$ cat config.mk
export PLATFORM = sky130hd
export DESIGN_NAME = antialiased_crosshair_pixel_top
export DESIGN_NICKNAME = d
export VERILOG_FILES = /design/src/rtl/aacp_pkg.sv /design/src/rtl/aacp_dist.sv /design/src/rtl/aacp_cover.sv /design/src/rtl/aacp_shade.sv /design/src/rtl/antialiased_crosshair_pixel_top.sv
export SDC_FILE = /design/constraint.sdc
export NUM_CORES = 1
export LEC_CHECK = 0
export BUFFER_PORTS_ARGS = -buffer_cell sky130_fd_sc_hd__buf_2
export CORE_MARGIN = 1
export CORE_UTILIZATION = 35
export CTS_BUF_LIST = sky130_fd_sc_hd__clkbuf_8
export CTS_CLUSTER_DIAMETER = 150
export DETAILED_ROUTE_END_ITERATION = 6
export PLACE_DENSITY = 0.58
export SLEW_MARGIN = 20
export SYNTH_ARGS = -nofsm -noshare
export SYNTH_HDL_FRONTEND = slang
export SYNTH_SLANG_ARGS = --single-unit
$ cat constraint.sdc
create_clock -name i_clk -period 6.5 [get_ports i_clk]
set_input_delay 0.65 -clock i_clk [delete_from_list [all_inputs] [get_ports i_clk]]
set_output_delay 0.65 -clock i_clk [all_outputs]
set_load 0.01 [all_outputs]
$ cat src/rtl/aacp_pkg.sv
package aacp_pkg;

    // Field and configuration widths
    localparam int COORD_W  = 6;
    localparam int SIZE_W   = 7;
    localparam int THR_W    = 10;
    localparam int DIST_W   = 10;
    localparam int CFG_IDX_W = 3;
    localparam int CFG_DAT_W = 10;
    localparam int COLOR_W  = 8;

    // Largest sprite side in pixels
    localparam int MAX_SIZE = 64;

    // Subsample grid: 4 per axis, 16 per pixel
    localparam int SUBS     = 4;
    localparam int ROW_CNT_W = 3;
    localparam int CNT_W    = 5;

    // Grey shading constants
    localparam int GREY_FULL   = 204;
    localparam int RECIP_W     = 17;
    localparam int RECIP_SHIFT = 16;
    localparam int QUOT_W      = 8;
    localparam int NUMER_W     = 12;
    localparam int PROD_W      = 16;
    // floor(p/255) == (p * DIV255_MUL) >> DIV255_SHIFT for p < 2^16
    localparam int DIV255_MUL   = 32'h8081;
    localparam int DIV255_SHIFT = 23;

    // ceil(2^16 / n) for n = 1..16; zero coverage maps to zero
    localparam logic [RECIP_W-1:0] RECIP_TBL [0:16] = '{
        17'd0,     17'd65536, 17'd32768, 17'd21846, 17'd16384,
        17'd13108, 17'd10923, 17'd9363,  17'd8192,  17'd7282,
        17'd6554,  17'd5958,  17'd5462,  17'd5042,  17'd4682,
        17'd4370,  17'd4096
    };

    // Configuration register indexes
    typedef enum logic [CFG_IDX_W-1:0] {
        CFG_SPRITE_SIZE  = 3'd0,
        CFG_PREMULTIPLY  = 3'd1,
        CFG_ARM_LENGTH   = 3'd2,
        CFG_OUTLINE_HALF = 3'd3,
        CFG_CORE_HALF    = 3'd4
    } t_cfg_idx;

    // Reset values
    localparam logic [SIZE_W-1:0] RST_SPRITE_SIZE  = 7'd48;
    localparam logic              RST_PREMULTIPLY  = 1'b0;
    localparam logic [THR_W-1:0]  RST_ARM_LENGTH   = 10'd180;
    localparam logic [THR_W-1:0]  RST_OUTLINE_HALF = 10'd18;
    localparam logic [THR_W-1:0]  RST_CORE_HALF    = 10'd10;

    typedef struct packed {
        logic [SIZE_W-1:0] sprite_size;
        logic              premultiply_on;
        logic [THR_W-1:0]  arm_length_eighths;
        logic [THR_W-1:0]  outline_half_eighths;
        logic [THR_W-1:0]  core_half_eighths;
    } t_cfg;

    typedef struct packed {
        logic [COORD_W-1:0] column;
        logic [COORD_W-1:0] row;
    } t_in_item;

    typedef struct packed {
        logic [COLOR_W-1:0] alpha;
        logic [COLOR_W-1:0] grey;
    } t_out_item;

    // Per-axis subsample distances from the sprite center
    typedef struct packed {
        logic [SUBS-1:0][DIST_W-1:0] dx;
        logic [SUBS-1:0][DIST_W-1:0] dy;
        logic                        outside;
    } t_dist_item;

    // Subsample counts for one pixel
    typedef struct packed {
        logic [CNT_W-1:0] covered;
        logic [CNT_W-1:0] core;
    } t_count_item;

endpackage

$ cat src/rtl/aacp_dist.sv
module aacp_dist
    import aacp_pkg::*;
(
    input  logic       i_clk,
    input  logic       i_rst_n,
    input  t_cfg       i_cfg,
    input  logic       i_valid,
    output logic       o_ready,
    input  t_in_item   i_item,
    output logic       o_valid,
    input  logic       i_ready,
    output t_dist_item o_item
);

    logic                     r_vld;
    t_dist_item               r_item;
    t_dist_item               n_item;
    logic [SIZE_W-1:0]        w_size;
    logic signed [11:0]       w_centre;

    // Effective size, clamped to the largest sprite
    assign w_size = (i_cfg.sprite_size > SIZE_W'(MAX_SIZE)) ? SIZE_W'(MAX_SIZE)
                                                            : i_cfg.sprite_size;
    // Center in eighth pixels: 4*(size-1)
    assign w_centre = $signed({3'b000, w_size, 2'b00}) - 12'sd4;

    // Distance per subsample offset, both axes
    always_comb begin
        logic [9:0]         pos_x;
        logic [9:0]         pos_y;
        logic signed [11:0] diff_x;
        logic signed [11:0] diff_y;
        logic [11:0]        abs_x;
        logic [11:0]        abs_y;
        n_item = '0;
        for (int s = 0; s < SUBS; s++) begin
            pos_x  = {1'b0, i_item.column, 3'b000} + 10'(2 * s + 1);
            pos_y  = {1'b0, i_item.row, 3'b000} + 10'(2 * s + 1);
            diff_x = $signed({2'b00, pos_x}) - w_centre;
            diff_y = $signed({2'b00, pos_y}) - w_centre;
            abs_x  = diff_x[11] ? 12'(-diff_x) : 12'(diff_x);
            abs_y  = diff_y[11] ? 12'(-diff_y) : 12'(diff_y);
            n_item.dx[s] = abs_x[DIST_W-1:0];
            n_item.dy[s] = abs_y[DIST_W-1:0];
        end
        n_item.outside = ({1'b0, i_item.column} >= w_size) ||
                         ({1'b0, i_item.row} >= w_size);
    end

    assign o_ready = !r_vld || i_ready;

    // Stage register
    always_ff @(posedge i_clk) begin
        if (!i_rst_n) begin
            r_vld <= 1'b0;
        end else if (o_ready) begin
            r_vld <= i_valid;
        end
    end

    always_ff @(posedge i_clk) begin
        if (o_ready) begin
            r_item <= n_item;
        end
    end

    assign o_valid = r_vld;
    assign o_item  = r_item;

endmodule

$ cat src/rtl/aacp_cover.sv
module aacp_cover
    import aacp_pkg::*;
(
    input  logic        i_clk,
    input  logic        i_rst_n,
    input  t_cfg        i_cfg,
    input  logic        i_valid,
    output logic        o_ready,
    input  t_dist_item  i_item,
    output logic        o_valid,
    input  logic        i_ready,
    output t_count_item o_item
);

    localparam int NSTG = 3;

    // Threshold flags per axis subsample
    typedef struct packed {
        logic [SUBS-1:0] x_out;
        logic [SUBS-1:0] x_arm;
        logic [SUBS-1:0] x_core;
        logic [SUBS-1:0] y_out;
        logic [SUBS-1:0] y_arm;
        logic [SUBS-1:0] y_core;
        logic            outside;
    } t_flags;

    // Counts per subsample row
    typedef struct packed {
        logic [SUBS-1:0][ROW_CNT_W-1:0] cov;
        logic [SUBS-1:0][ROW_CNT_W-1:0] core;
    } t_rows;

    logic [NSTG-1:0] r_vld;
    logic [NSTG:0]   w_rdy;
    t_flags          r_flags;
    t_flags          n_flags;
    t_rows           r_rows;
    t_rows           n_rows;
    t_count_item     r_cnt;
    t_count_item     n_cnt;

    // Per-stage ready: a stage moves when empty or its successor moves
    always_comb begin
        w_rdy[NSTG] = i_ready;
        for (int k = NSTG - 1; k >= 0; k--) begin
            w_rdy[k] = !r_vld[k] || w_rdy[k+1];
        end
    end

    always_ff @(posedge i_clk) begin
        if (!i_rst_n) begin
            r_vld <= '0;
        end else begin
            if (w_rdy[0]) r_vld[0] <= i_valid;
            if (w_rdy[1]) r_vld[1] <= r_vld[0];
            if (w_rdy[2]) r_vld[2] <= r_vld[1];
        end
    end

    // Stage 1: threshold compares
    always_comb begin
        for (int s = 0; s < SUBS; s++) begin
            n_flags.x_out[s]  = i_item.dx[s] <= i_cfg.outline_half_eighths;
            n_flags.x_arm[s]  = i_item.dx[s] <= i_cfg.arm_length_eighths;
            n_flags.x_core[s] = i_item.dx[s] <= i_cfg.core_half_eighths;
            n_flags.y_out[s]  = i_item.dy[s] <= i_cfg.outline_half_eighths;
            n_flags.y_arm[s]  = i_item.dy[s] <= i_cfg.arm_length_eighths;
            n_flags.y_core[s] = i_item.dy[s] <= i_cfg.core_half_eighths;
        end
        n_flags.outside = i_item.outside;
    end

    // Stage 2: arm membership and per-row counts
    always_comb begin
        logic v_arm;
        logic h_arm;
        logic cov;
        logic core;
        n_rows = '0;
        for (int sy = 0; sy < SUBS; sy++) begin
            for (int sx = 0; sx < SUBS; sx++) begin
                v_arm = r_flags.x_out[sx] && r_flags.y_arm[sy];
                h_arm = r_flags.y_out[sy] && r_flags.x_arm[sx];
                cov   = (v_arm || h_arm) && !r_flags.outside;
                core  = cov && ((v_arm && r_flags.x_core[sx]) ||
                                (h_arm && r_flags.y_core[sy]));
                n_rows.cov[sy]  = n_rows.cov[sy] + ROW_CNT_W'(cov);
                n_rows.core[sy] = n_rows.core[sy] + ROW_CNT_W'(core);
            end
        end
    end

    // Stage 3: pixel totals
    always_comb begin
        n_cnt = '0;
        for (int sy = 0; sy < SUBS; sy++) begin
            n_cnt.covered = n_cnt.covered + CNT_W'(r_rows.cov[sy]);
            n_cnt.core    = n_cnt.core + CNT_W'(r_rows.core[sy]);
        end
    end

    always_ff @(posedge i_clk) begin
        if (w_rdy[0]) r_flags <= n_flags;
        if (w_rdy[1]) r_rows  <= n_rows;
        if (w_rdy[2]) r_cnt   <= n_cnt;
    end

    assign o_ready = w_rdy[0];
    assign o_valid = r_vld[NSTG-1];
    assign o_item  = r_cnt;

`ifndef NO_ASSERTIONS
    a_core_le_cov: assert property (@(posedge i_clk) disable iff (!i_rst_n)
        r_vld[2] |-> (r_cnt.core <= r_cnt.covered))
        else $error("core count exceeds covered count");

    a_cov_max: assert property (@(posedge i_clk) disable iff (!i_rst_n)
        r_vld[2] |-> (r_cnt.covered <= CNT_W'(SUBS * SUBS)))
        else $error("covered count above subsample total");

    a_hold_last: assert property (@(posedge i_clk) disable iff (!i_rst_n)
        (r_vld[2] && !i_ready) |=> (r_vld[2] && $stable(r_cnt)))
        else $error("stalled count item lost or changed");
`endif

endmodule

$ cat src/rtl/aacp_shade.sv
module aacp_shade
    import aacp_pkg::*;
(
    input  logic        i_clk,
    input  logic        i_rst_n,
    input  t_cfg        i_cfg,
    input  logic        i_valid,
    output logic        o_ready,
    input  t_count_item i_item,
    output logic        o_valid,
    input  logic        i_ready,
    output t_out_item   o_item
);

    localparam int NSTG = 4;

    logic [NSTG-1:0]      r_vld;
    logic [NSTG:0]        w_rdy;

    // Stage 1 registers
    logic [COLOR_W-1:0]   r1_alpha;
    logic [NUMER_W-1:0]   r1_numer;
    logic [RECIP_W-1:0]   r1_recip;
    // Stage 2 registers
    logic [COLOR_W-1:0]   r2_alpha;
    logic [QUOT_W-1:0]    r2_quot;
    // Stage 3 registers
    logic [COLOR_W-1:0]   r3_alpha;
    logic [QUOT_W-1:0]    r3_quot;
    logic [PROD_W-1:0]    r3_prod;
    // Stage 4 register
    t_out_item            r4_item;

    logic [12:0]          w_alpha_x255;
    logic [28:0]          w_quot_full;
    logic [31:0]          w_div255;

    always_comb begin
        w_rdy[NSTG] = i_ready;
        for (int k = NSTG - 1; k >= 0; k--) begin
            w_rdy[k] = !r_vld[k] || w_rdy[k+1];
        end
    end

    always_ff @(posedge i_clk) begin
        if (!i_rst_n) begin
            r_vld <= '0;
        end else begin
            if (w_rdy[0]) r_vld[0] <= i_valid;
            if (w_rdy[1]) r_vld[1] <= r_vld[0];
            if (w_rdy[2]) r_vld[2] <= r_vld[1];
            if (w_rdy[3]) r_vld[3] <= r_vld[2];
        end
    end

    // alpha = covered*255/16
    assign w_alpha_x255 = {i_item.covered, 8'b0} - 13'(i_item.covered);
    // core*204/covered by reciprocal multiply
    assign w_quot_full  = 29'(r1_numer) * 29'(r1_recip);
    // grey*alpha/255 by reciprocal multiply
    assign w_div255     = 32'(r3_prod) * 32'(DIV255_MUL);

    always_ff @(posedge i_clk) begin
        if (w_rdy[0]) begin
            r1_alpha <= w_alpha_x255[11:4];
            r1_numer <= NUMER_W'(i_item.core) * NUMER_W'(GREY_FULL);
            r1_recip <= RECIP_TBL[i_item.covered];
        end
        if (w_rdy[1]) begin
            r2_alpha <= r1_alpha;
            r2_quot  <= w_quot_full[RECIP_SHIFT +: QUOT_W];
        end
        if (w_rdy[2]) begin
            r3_alpha <= r2_alpha;
            r3_quot  <= r2_quot;
            r3_prod  <= PROD_W'(r2_quot) * PROD_W'(r2_alpha);
        end
        if (w_rdy[3]) begin
            r4_item.alpha <= r3_alpha;
            r4_item.grey  <= i_cfg.premultiply_on ? w_div255[DIV255_SHIFT +: COLOR_W]
                                                  : r3_quot;
        end
    end

    assign o_ready = w_rdy[0];
    assign o_valid = r_vld[NSTG-1];
    assign o_item  = r4_item;

`ifndef NO_ASSERTIONS
    a_zero_alpha: assert property (@(posedge i_clk) disable iff (!i_rst_n)
        (r_vld[3] && r4_item.alpha == '0) |-> (r4_item.grey == '0))
        else $error("grey set on a pixel without coverage");

    a_grey_max: assert property (@(posedge i_clk) disable iff (!i_rst_n)
        r_vld[3] |-> (r4_item.grey <= COLOR_W'(GREY_FULL)))
        else $error("grey above full level");

    a_quot_max: assert property (@(posedge i_clk) disable iff (!i_rst_n)
        r_vld[1] |-> (r2_quot <= QUOT_W'(GREY_FULL)))
        else $error("reciprocal quotient out of range");
`endif

endmodule

$ cat src/rtl/antialiased_crosshair_pixel_top.sv
// Channel   Handshake                  Payload
// input     i_in_valid / o_in_ready    i_in_item  (column, row)
// result    o_out_valid / i_out_ready  o_out_item (alpha, grey)
// config    i_cfg_valid / o_cfg_ready  i_cfg_index, i_cfg_data
//
// One item per cycle sustained while the result side is ready; from accept to result valid an item passes:
// 1 distance stage, 3 coverage stages (compare, row count, total), 4 shading
// stages (reciprocal lookup, quotient multiply, premultiply product, divide by 255).
// Each stage holds its own valid bit and moves when empty or its successor moves,
// so a stalled result keeps intake open until every stage is full.
// Synchronous active-low reset clears valid bits and restores register defaults.
module antialiased_crosshair_pixel_top
    import aacp_pkg::*;
(
    input  logic                 i_clk,
    input  logic                 i_rst_n,
    input  logic                 i_in_valid,
    output logic                 o_in_ready,
    input  t_in_item             i_in_item,
    output logic                 o_out_valid,
    input  logic                 i_out_ready,
    output t_out_item            o_out_item,
    input  logic                 i_cfg_valid,
    output logic                 o_cfg_ready,
    input  logic [CFG_IDX_W-1:0] i_cfg_index,
    input  logic [CFG_DAT_W-1:0] i_cfg_data
);

    t_cfg        r_cfg;
    logic        w_dist_vld;
    logic        w_dist_rdy;
    t_dist_item  w_dist_item;
    logic        w_cnt_vld;
    logic        w_cnt_rdy;
    t_count_item w_cnt_item;

    assign o_cfg_ready = 1'b1;

    // Configuration registers
    always_ff @(posedge i_clk) begin
        if (!i_rst_n) begin
            r_cfg.sprite_size          <= RST_SPRITE_SIZE;
            r_cfg.premultiply_on       <= RST_PREMULTIPLY;
            r_cfg.arm_length_eighths   <= RST_ARM_LENGTH;
            r_cfg.outline_half_eighths <= RST_OUTLINE_HALF;
            r_cfg.core_half_eighths    <= RST_CORE_HALF;
        end else if (i_cfg_valid) begin
            case (t_cfg_idx'(i_cfg_index))
                CFG_SPRITE_SIZE:  r_cfg.sprite_size          <= i_cfg_data[SIZE_W-1:0];
                CFG_PREMULTIPLY:  r_cfg.premultiply_on       <= i_cfg_data[0];
                CFG_ARM_LENGTH:   r_cfg.arm_length_eighths   <= i_cfg_data[THR_W-1:0];
                CFG_OUTLINE_HALF: r_cfg.outline_half_eighths <= i_cfg_data[THR_W-1:0];
                CFG_CORE_HALF:    r_cfg.core_half_eighths    <= i_cfg_data[THR_W-1:0];
                default: begin
                end
            endcase
        end
    end

    aacp_dist u_dist (
        .i_clk   (i_clk),
        .i_rst_n (i_rst_n),
        .i_cfg   (r_cfg),
        .i_valid (i_in_valid),
        .o_ready (o_in_ready),
        .i_item  (i_in_item),
        .o_valid (w_dist_vld),
        .i_ready (w_dist_rdy),
        .o_item  (w_dist_item)
    );

    aacp_cover u_cover (
        .i_clk   (i_clk),
        .i_rst_n (i_rst_n),
        .i_cfg   (r_cfg),
        .i_valid (w_dist_vld),
        .o_ready (w_dist_rdy),
        .i_item  (w_dist_item),
        .o_valid (w_cnt_vld),
        .i_ready (w_cnt_rdy),
        .o_item  (w_cnt_item)
    );

    aacp_shade u_shade (
        .i_clk   (i_clk),
        .i_rst_n (i_rst_n),
        .i_cfg   (r_cfg),
        .i_valid (w_cnt_vld),
        .o_ready (w_cnt_rdy),
        .i_item  (w_cnt_item),
        .o_valid (o_out_valid),
        .i_ready (i_out_ready),
        .o_item  (o_out_item)
    );

endmodule

# Word-level counts from Yosys, hierarchy flattened
# Memories as Yosys holds them, arrays and structs flattened. A register that Yosys moved wholly into a read port is not among the register bits.
# Index checks and enable logic that the tools add are counted.
# word_totals
reg_bits	268
rom_bits	544
n_memories	1
# mem_list
memory	words	word_bits	read_ports	rd_ports_with_merged_regs	wr	line	source
(name not given)	32	17	1	1	0	aacp_shade.sv:67	r1_recip <= RECIP_TBL[i_item.covered];
# op_classes
n_addsub	56
mul	4
n_lt_le_gt_ge	27
eq_ne	4
n_mux	10
bitwise	1
n_reduce_logical	152
# ops
operator	count
<= comparator 10 bit	24
logical AND 1 bit	96
subtractor 11 x 10 -> 12 bit	8
two-way mux 10 bit	8
negation 10 bit	8
adder 3 x 1 -> 3 bit	16
logical OR 1 bit	41
adder 9 x 3 -> 10 bit, second input constant	4
multiplier 16 x 16 -> 31 bit, second input constant	1
multiplier 10 x 17 -> 22 bit	1
adder 5 x 3 -> 5 bit	4
adder 9 x 1 -> 10 bit, second input constant	2
adder 9 x 2 -> 10 bit, second input constant	2
adder 1 x 1 -> 2 bit	8
multiplier 8 x 8 -> 16 bit	1
greater-or-equal comparator 6 x 7 -> 1 bit	2
subtractor 12 x 5 -> 12 bit	1
multiplier 5 x 6 -> 10 bit, second input constant	1
AND reduction 2 bit	5
subtractor 9 x 3 -> 10 bit, second input constant	1
zero test 1 bit	9
adder 3 x 3 -> 4 bit	2
two-way mux 8 bit	1
greater-than comparator 7 bit, second input constant	1
6 further kinds	7

# Depth between registers and ports, before layout
# Gate-level depths: netlist of the first run.
# depth
word_depth	9
ltp_mapped	21
ltp_nobuf	19

# By module
# Synthesis of the first run repeated with hierarchy kept, for this count alone.
# hier_totals
hier_cells	2447
hier_area_um2	25045.3
# by_module_without_submodules
mod	instances	cells_each	area_per_inst_um2
aacp_shade	1	1092	11547.3
aacp_cover	1	870	8559.5
aacp_dist	1	337	3429.5
antialiased_crosshair_pixel_top	1	148	1508.9

# Worst setup path before layout of the first run
# OpenSTA, ideal clock, no wires.
# synth_path
path_kind	flip-flop to flip-flop
from	register u_shade.r1_numer[5]
to	register u_shade.r2_quot[6] (data pin)
setup_ns	0.258
t_arrival_ns	5.008
required_ns	6.242
slack_ns	1.234
path_stages_with_launch	22
period_less_slack_ns	5.266
cell_sequence	edfxtp_1 clkbuf_1 clkbuf_1 nand2_1 fa_1 inv_1 fa_1 inv_1 fa_1 inv_1 fa_1 inv_1 fa_1 inv_1 ha_1 nand2_1 nand3_1 o2111ai_1 nand4b_1 o31a_1 a21oi_1 xnor2_1
# synth_between
elab_chain_len	1
# synth_rtl
item	line	source
start, declared	aacp_shade.sv:22	logic [NUMER_W-1:0] r1_numer;
start signal, assigned	aacp_shade.sv:66	r1_numer <= NUMER_W'(i_item.core) * NUMER_W'(GREY_FULL);
multiplier 10 x 17 -> 22 bit	aacp_shade.sv:59	assign w_quot_full = 29'(r1_numer) * 29'(r1_recip);
via u_shade.w_quot_full[22]	aacp_shade.sv:35	logic [28:0] w_quot_full;
end signal, assigned	aacp_shade.sv:71	r2_quot <= w_quot_full[RECIP_SHIFT +: QUOT_W];
end, declared	aacp_shade.sv:26	logic [QUOT_W-1:0] r2_quot;
# The timed path passes the listed nets, and every way through them passes these cells.
# A chain may end at the register's enable or synchronous reset.

# Final worst setup path of the first run
# layout_path
from	register u_shade.r1_numer[3]
to	register u_shade.r2_quot[7] (data pin)
# Same word-level chain as after synthesis.

==> results of run 1 <==
registers in the layout, indices dropped and copies added, names as in the netlist, 10 cells and up:
register and cells:
u_shade.r3_prod 16, u_shade.o_item 16, u_shade.r1_numer 10, u_cover.r_flags 25, u_cover.r_rows 24, r_cfg 38
u_cover.o_item 10, u_shade.r1_recip 17, u_dist.o_item 41
metrics by stage:
step	instances	power (W)	instance area (µm²)
floorplan	2157	0.00695	22100
global placement	2976	0.00813	23100
detailed placement	2976	0.00830	23100
CTS	3059	0.00989	24000
global route	3059	0.0108	24000
finish	3059	0.00972	24000
where the power goes:
group	internal, W	total (W)	leakage [nW]	switching (W)
sequential	0.00245	0.00315	2.58	0.000699
combinational	0.00230	0.00506	8.29	0.00276
clock	0.000825	0.00151	0.523	0.000683
layout make-up:
type                       count  share of cell area (%)
tap                          837                    4.35
clock buffer                  53                    3.03
inverter                     289                    4.51
clock inverter                30                   0.780
timing repair buffer          52                    1.13
sequential                   245                    28.7
multi-input combinational   1553                    57.5
cells in the mapped netlist, types with 22 or more instances:
cell      number  area [µm²]
a21boi_0      27         203
a21o_1        52         390
a21oi_1       67         335
and2_1       125         782
clkbuf_1      58         218
dfxtp_1       46         921
edfxtp_1     199        5980
fa_1         166        3320
ha_1         337        4220
inv_1        289        1080
nand2_1      241         905
nand2b_1      23         144
nand3_1       22         110
nand4_1       31         194
nor2_1        79         297
nor2b_1       30         188
nor3_1        26         130
o21ai_0       54         270
xnor2_1       73         639
metal layers:
metal | vias up | GRT usage, %
li1 | 7371 | -
met1 | 7510 | 21.2
met2 | 309 | 27.7
met3 | 90 | 3.03
met4 | 2 | 5.07
met5 | - | 0
worst reg2reg max path, delay by kind of cell, from the launching register on:
kind / cells / cell delay, ps
buf+inv: 5 / 250
compound gates: 3 / 790
fa+ha+maj: 6 / 2820
flops: 1 / 740
mux: 1 / 140
simple gates: 4 / 580
logic make-up after synthesis:
kind of cell	synth area share (%)
AOI/OAI and AO/OA	9.87
xor gates and xnor gates	3.91
adders and majority gates	34.1
buffers and inverters	6.26
DFF	31.2
muxes	0.747
other	0.0170
and+or+nand+nor	13.9
worst paths after layout:
kind	startpoint	endpoint	slack (ps)
setup / recovery	u_shade.r1_numer[3]	u_shade.r2_quot[7]	990
hold / removal	i_in_valid	u_dist.o_valid	290
setup reg to reg	u_shade.r1_numer[3]	u_shade.r2_quot[7]	990
hold reg to reg	u_shade.r3_alpha[3]	u_shade.o_item[11]	420
==> summary.md, run 1 <==
| Metric | Value |
|---|---|
| Register area share after synthesis | `a little under a third` |
| DRC errors left | `0` |
| Max stage delay cell, worst path | `edfxtp_1` |
| CP Launch Type | `flop` |
| Post-CTS sizing | `0` |
| Fin. Hold Viols | `0` |
| Die area | `64200 µm²` |
| Share of cells above drive strength 1 | `7.29%` |
| Routed wire length | `a little over 50000 µm` |
| PD cells | `404 nW/µm²` |
| Root buffer cell | `clkbuf_8` |
| Worst Skew | `33.8 ps` |
| F_max | `181 MHz` |
| MaxCap Viol Count | `0` |
| Syn_nets | `2690` |
| Worst-margin pin slew | `1020 ps` |
| HPWL after DPL | `40400 µm` |
| H-tree Lvls | `2` |
| Clk sinks | `245` |
| Max-slew violation count | `0` |
| IR drop worst, VDD | `about 0.00037 V` |
| CTS tree | `done` |
| Yosys reg bits | `approximately 250` |
| Synth warnings | `0` |
| Ports | `between 40 and 50` |
| Initial DRC count | `759` |
| Synth Instances | `2157` |
| WP buf/inv | `5` |
| Kind of critical path | `flop to flop` |
| Initial DRT Pass Iterations | `5` |
| RSZ-0062 raised after global routing | `no` |
| Vias/cell | `around 5.0` |
| Post-layout minimum cycle time | `5510 ps` |
| Clock Pin Slew Worst Setup and Hold Paths | `60 ps` |
| Synth cell types | `slightly above 70` |
| Depth of the worst hold-timing path | `3` |
| Initial Util | `35.6%` |
| CTS Buf Count | `45` |
| Std-Cell Rows | `91` |
| Mean routed wirelength per cell | `between 15 and 20 µm` |
| Setup Viol. Count Final | `0` |
| Leak | `11.4 nW` |
| Filler instances | `6083` |
| DR WL met2 | `24400 µm` |
| Post-synth top flop | `edfxtp_1` |
| Slew headroom | `31.5%` |
| Critical Path Fanout Max | `17` |
| Area Overhead vs Synth | `8.80%` |
| First-pass GRT wire length | `82600 µm` |
| Multi-input gate area | `13800 µm²` |
| Largest net degree at the start of global routing | `47` |
| Placer Congestion | `0.866` |
| IO buf count | `47` |
| CP endpoint kind | `flop` |
| Hold Slack | `293 ps` |
| Crit-path leading delay family | `adder cells` |
| Critical path depth in cells | `19` |
| Status | `completed` |
| Met3 wire length | `~2600 µm` |
| Mapped Area | `22100 µm²` |
| # hold bufs at CTS | `0` |
| Synth async-reset ratio | `0%` |
| Total track usage | `16.4%` |
| Routed Antenna Nets | `0` |
| Post-route worst setup slack | `between 900 and 1000 ps` |
| DR top layer | `met5` |
| Vias in the first global route | `approximately 16000` |
| Worst EP required | `just under 7000 ps` |
| Sequential Area | `6900 µm²` |
| Most frequent cells in the layout | `ha_1, inv_1, nand2_1, edfxtp_1, fa_1` |
| Ant diodes | `0` |
| Commonest non-fill, non-tap cell in the layout | `ha_1` |
| Worst slack at placement | `993 ps` |
| Initial antenna violation count | `1` |
| Metal-1 WL | `22900 µm` |
| Period utilization | `about 85%` |
| CP Data Arrival Time | `5930 ps` |
| Nets | `2719` |
| Critical-path cell list | `nand2_1 -> fa_1 -> inv_1 -> fa_1 -> inv_1 -> fa_1 -> inv_1 -> fa_1 -> inv_1 -> fa_1 -> inv_1 -> ha_1 -> nand2_1 -> nand3_1 -> o2111ai_1 -> nand4b_1 -> o31a_1 -> mux2i_1 -> a221oi_1` |
| Die height | `253 µm` |
| Worst path max stage delay | `~740 ps` |
| GRT Residual Overflow | `0` |
| DIE WIDTH | `about 250 µm` |
| Post-Syn Area per Cell | `10.2 µm²` |
| CTS max path bufs | `3` |
| Setup Total Neg Slack | `0 ps` |
| Postcts setup bufs | `0` |
| Core area | `about 62000 µm²` |
| R2R depth | `19` |
| Final core utilization | `approximately two fifths` |
| Via Count | `15300` |
| Clock Latency Late Sink | `approximately 620 ps` |
| Number of synthesized flops with an enable pin | `199` |
| Hold crit path type | `input pin to flop` |
(Power assumes the default switching activity.)
==> inputs of run 2 (changes only) <==
Settings changed: ABC_AREA set to 1, PLACE_DENSITY 0.58 to 0.59.
Clock period 6.5 ns to 5 ns, I/O delays scaled along.
==> summary.md, run 2 <==
| Metric | Value |
|---|---|
| Status | `completed` |
| MaxCap Viol Count | `0` |
| Commonest non-fill, non-tap cell in the layout | `nand2_1` |
| Routed wire length | `53000 µm` |
| Number of synthesized flops with an enable pin | `199` |
| Area Overhead vs Synth | `10.2%` |
| DIE WIDTH | `257 µm` |
| Worst Skew | `46.0 ps` |
| Reg2Reg Capture Point | `u_shade.r2_quot[4]` |
| Worst Hold End | `u_dist.o_valid` |
| Synth async-reset ratio | `0%` |
| GRT Residual Overflow | `0` |
| Initial Util | `35.4%` |
| Worst-margin pin slew | `923 ps` |
| IO buf count | `47` |
| PD cells | `457 nW/µm²` |
| Std-Cell Rows | `93` |
| # hold bufs at CTS | `0` |
| F_max | `210 MHz` |
| Clock Pin Slew Worst Setup and Hold Paths | `60 ps` |
| Root buffer cell | `clkbuf_8` |
| Clock Latency Late Sink | `610 ps` |
| Synth Instances | `2629` |
| Filler instances | `~6600` |
| Initial DRT Pass Iterations | `5` |
| Initial antenna violation count | `1` |
| Depth of the worst hold-timing path | `3` |
| Slew headroom | `38.4%` |
| Vias in the first global route | `17200` |
| Most frequent cells in the layout | `nand2_1, inv_1, ha_1, edfxtp_1, a21oi_1` |
| Vias/cell | `4.74` |
| DRC errors left | `0` |
| Hold crit path type | `input pin to flop` |
| Post-route cell area | `between 20000 and 30000 µm²` |
| Nets | `3240` |
| Synth cell types | `46` |
| CTS Buf Count | `43` |
| Total track usage | `between 10% and 20%` |
| Finished Layout Cells | `3596` |
| Leak | `~13 nW` |
| Worst r2r src | `u_shade.r1_recip[5]` |
| Via Count | `17100` |
| H-tree Lvls | `2` |
| Cell count after placement | `3511` |
| Max-slew violation count | `0` |
| Routed Antenna Nets | `0` |
| CP Launch Type | `flop` |
| First-pass GRT wire length | `87700 µm` |
| Kind of critical path | `flop to flop` |
| Hold Crit Start | `i_in_valid` |
| Critical Path Fanout Max | `6` |
| R2R depth | `19` |
| Core area | `roughly 64000 µm²` |
| Share of cells above drive strength 1 | `between 7 and 8%` |
| Share of the synthesized area in the top cell type | `26.2%` |
| Worst EP required | `5370 ps` |
| R2R Setup Slk | `230 ps` |
| Most common cell in the synthesized netlist | `nand2_1` |
| Post-synth top flop | `edfxtp_1` |
| CTS tree | `done` |
| Register area share after synthesis | `between 30% and 40%` |
| Post-layout minimum cycle time | `4770 ps` |
| CTS max path bufs | `3` |
| Synth area leaders | `edfxtp_1, ha_1, fa_1, nand2_1, inv_1` |
| Mean routed wirelength per cell | `about 15 µm` |
| CP Data Arrival Time | `5140 ps` |
| Die area | `~66000 µm²` |
| Most common library cells after synthesis | `nand2_1, inv_1, ha_1, edfxtp_1, a21oi_1` |
| CP endpoint kind | `flop` |
| Syn_nets | `3162` |
| Setup Viol. Count Final | `0` |
| Ports | `49` |
| Placer Congestion | `0.872` |
| HPWL after DPL | `about 44000 µm` |
| Mapped Area | `22800 µm²` |
| Setup Total Neg Slack | `0 ps` |
| Largest net degree at the start of global routing | `40` |
| Max FFs per register | `41` |
| Initial DRC count | `831` |
| Synth warnings | `0` |
| Clk sinks | `about 250` |
| Die height | `between 200 and 300 µm` |
| Yosys reg bits | `245` |
| Post-Syn Area per Cell | `just under 9 µm²` |
| Period utilization | `between 90% and 100%` |
| Cell Area, Placed | `24200 µm²` |
| Fin. Hold Viols | `0` |
| IR drop worst, VDD | `0.000238 V` |
| Synth area leader | `edfxtp_1` |
[run 2: what timing repair did]
item	in CTS	in global routing
endpoints found under the setup margin	0	6
gates resized for setup	0	22
buffers inserted	0	6
[run 2: worst max path at each step]
stage                         startpoint            endpoint  slack [ps]  cells past startpoint
finish               u_shade.r1_recip[5]  u_shade.r2_quot[4]         230                     19
global route         u_shade.r1_numer[7]  u_shade.r2_quot[5]         -10                     20
CTS                 u_shade.r1_numer[11]  u_shade.r2_quot[4]         140                     20
detailed placement  u_shade.r1_numer[11]  u_shade.r2_quot[4]         110                     20
global placement    u_shade.r1_numer[11]  u_shade.r2_quot[7]         160                     18
floorplan            u_shade.r1_numer[5]  u_shade.r2_quot[5]          90                     21
[run 2: cell type report]
class	count	area, µm²	share of cell area [%]
multi-input combinational	1794	13800	54.9
sequential	245	6900	27.4
inverter	528	1980	7.88
tap	855	1070	4.25
timing repair buffer	95	616	2.45
clock buffer	44	606	2.41
clock inverter	34	156	0.622
antenna	1	2.50	0.00995
[run 2: metrics by stage]
step           hold WS [ps]  setup WS [ps]  util [%]  total power [W]
2_1_floorplan           400           86.9         -          0.00795
3_3_place_gp            401            156      37.6          0.00966
3_5_place_dp            406            111      37.6          0.00973
4_1_cts                85.8            144      38.8           0.0115
5_1_grt                 120          -9.67      39.0           0.0128
6_report                141            233      39.0           0.0115
[run 2: cells by family (layout without fill, tap and decap cells)]
group                    count (synthesis)  after routing  synth area share [%]
flip-flops                             245            245                  30.2
buffers and inverters                  590            701                  9.74
XOR/XNOR                                70             70                  2.69
adder cells (fa/ha/maj)                503            503                  33.0
other                                    1              2                0.0164
AO/OA/AOI/OAI                          382            382                  9.08
AND/OR/NAND/NOR                        838            838                  15.2
[run 2: routing by layer]
metal	routed length, µm	global-route usage (%)
met1	24500	21.3
met2	25400	28.6
met3	1900	2.07
met4	1200	4.68
met5	0	0
[run 2: power breakdown]
part | leakage (nW) | internal (W) | total (W) | switching, W
registers | 2.60 | 0.00308 | 0.00371 | 0.000637
clock network | 0.446 | 0.000823 | 0.00167 | 0.000848
logic | 10.2 | 0.00241 | 0.00610 | 0.00369
[run 2: worst max-delay path: stages, from the launching register on]
cell	delay (ps)
edfxtp_1	490
buf_6	180
nand2_1	60
inv_1	50
fa_1	480
fa_1	590
fa_1	450
fa_1	540
inv_1	50
fa_1	520
inv_1	40
ha_1	320
nand2_2	100
o21a_1	210
nor2_1	90
nor2_1	40
nand2_1	120
nand2_1	90
nand3_1	80
nand2_1	50
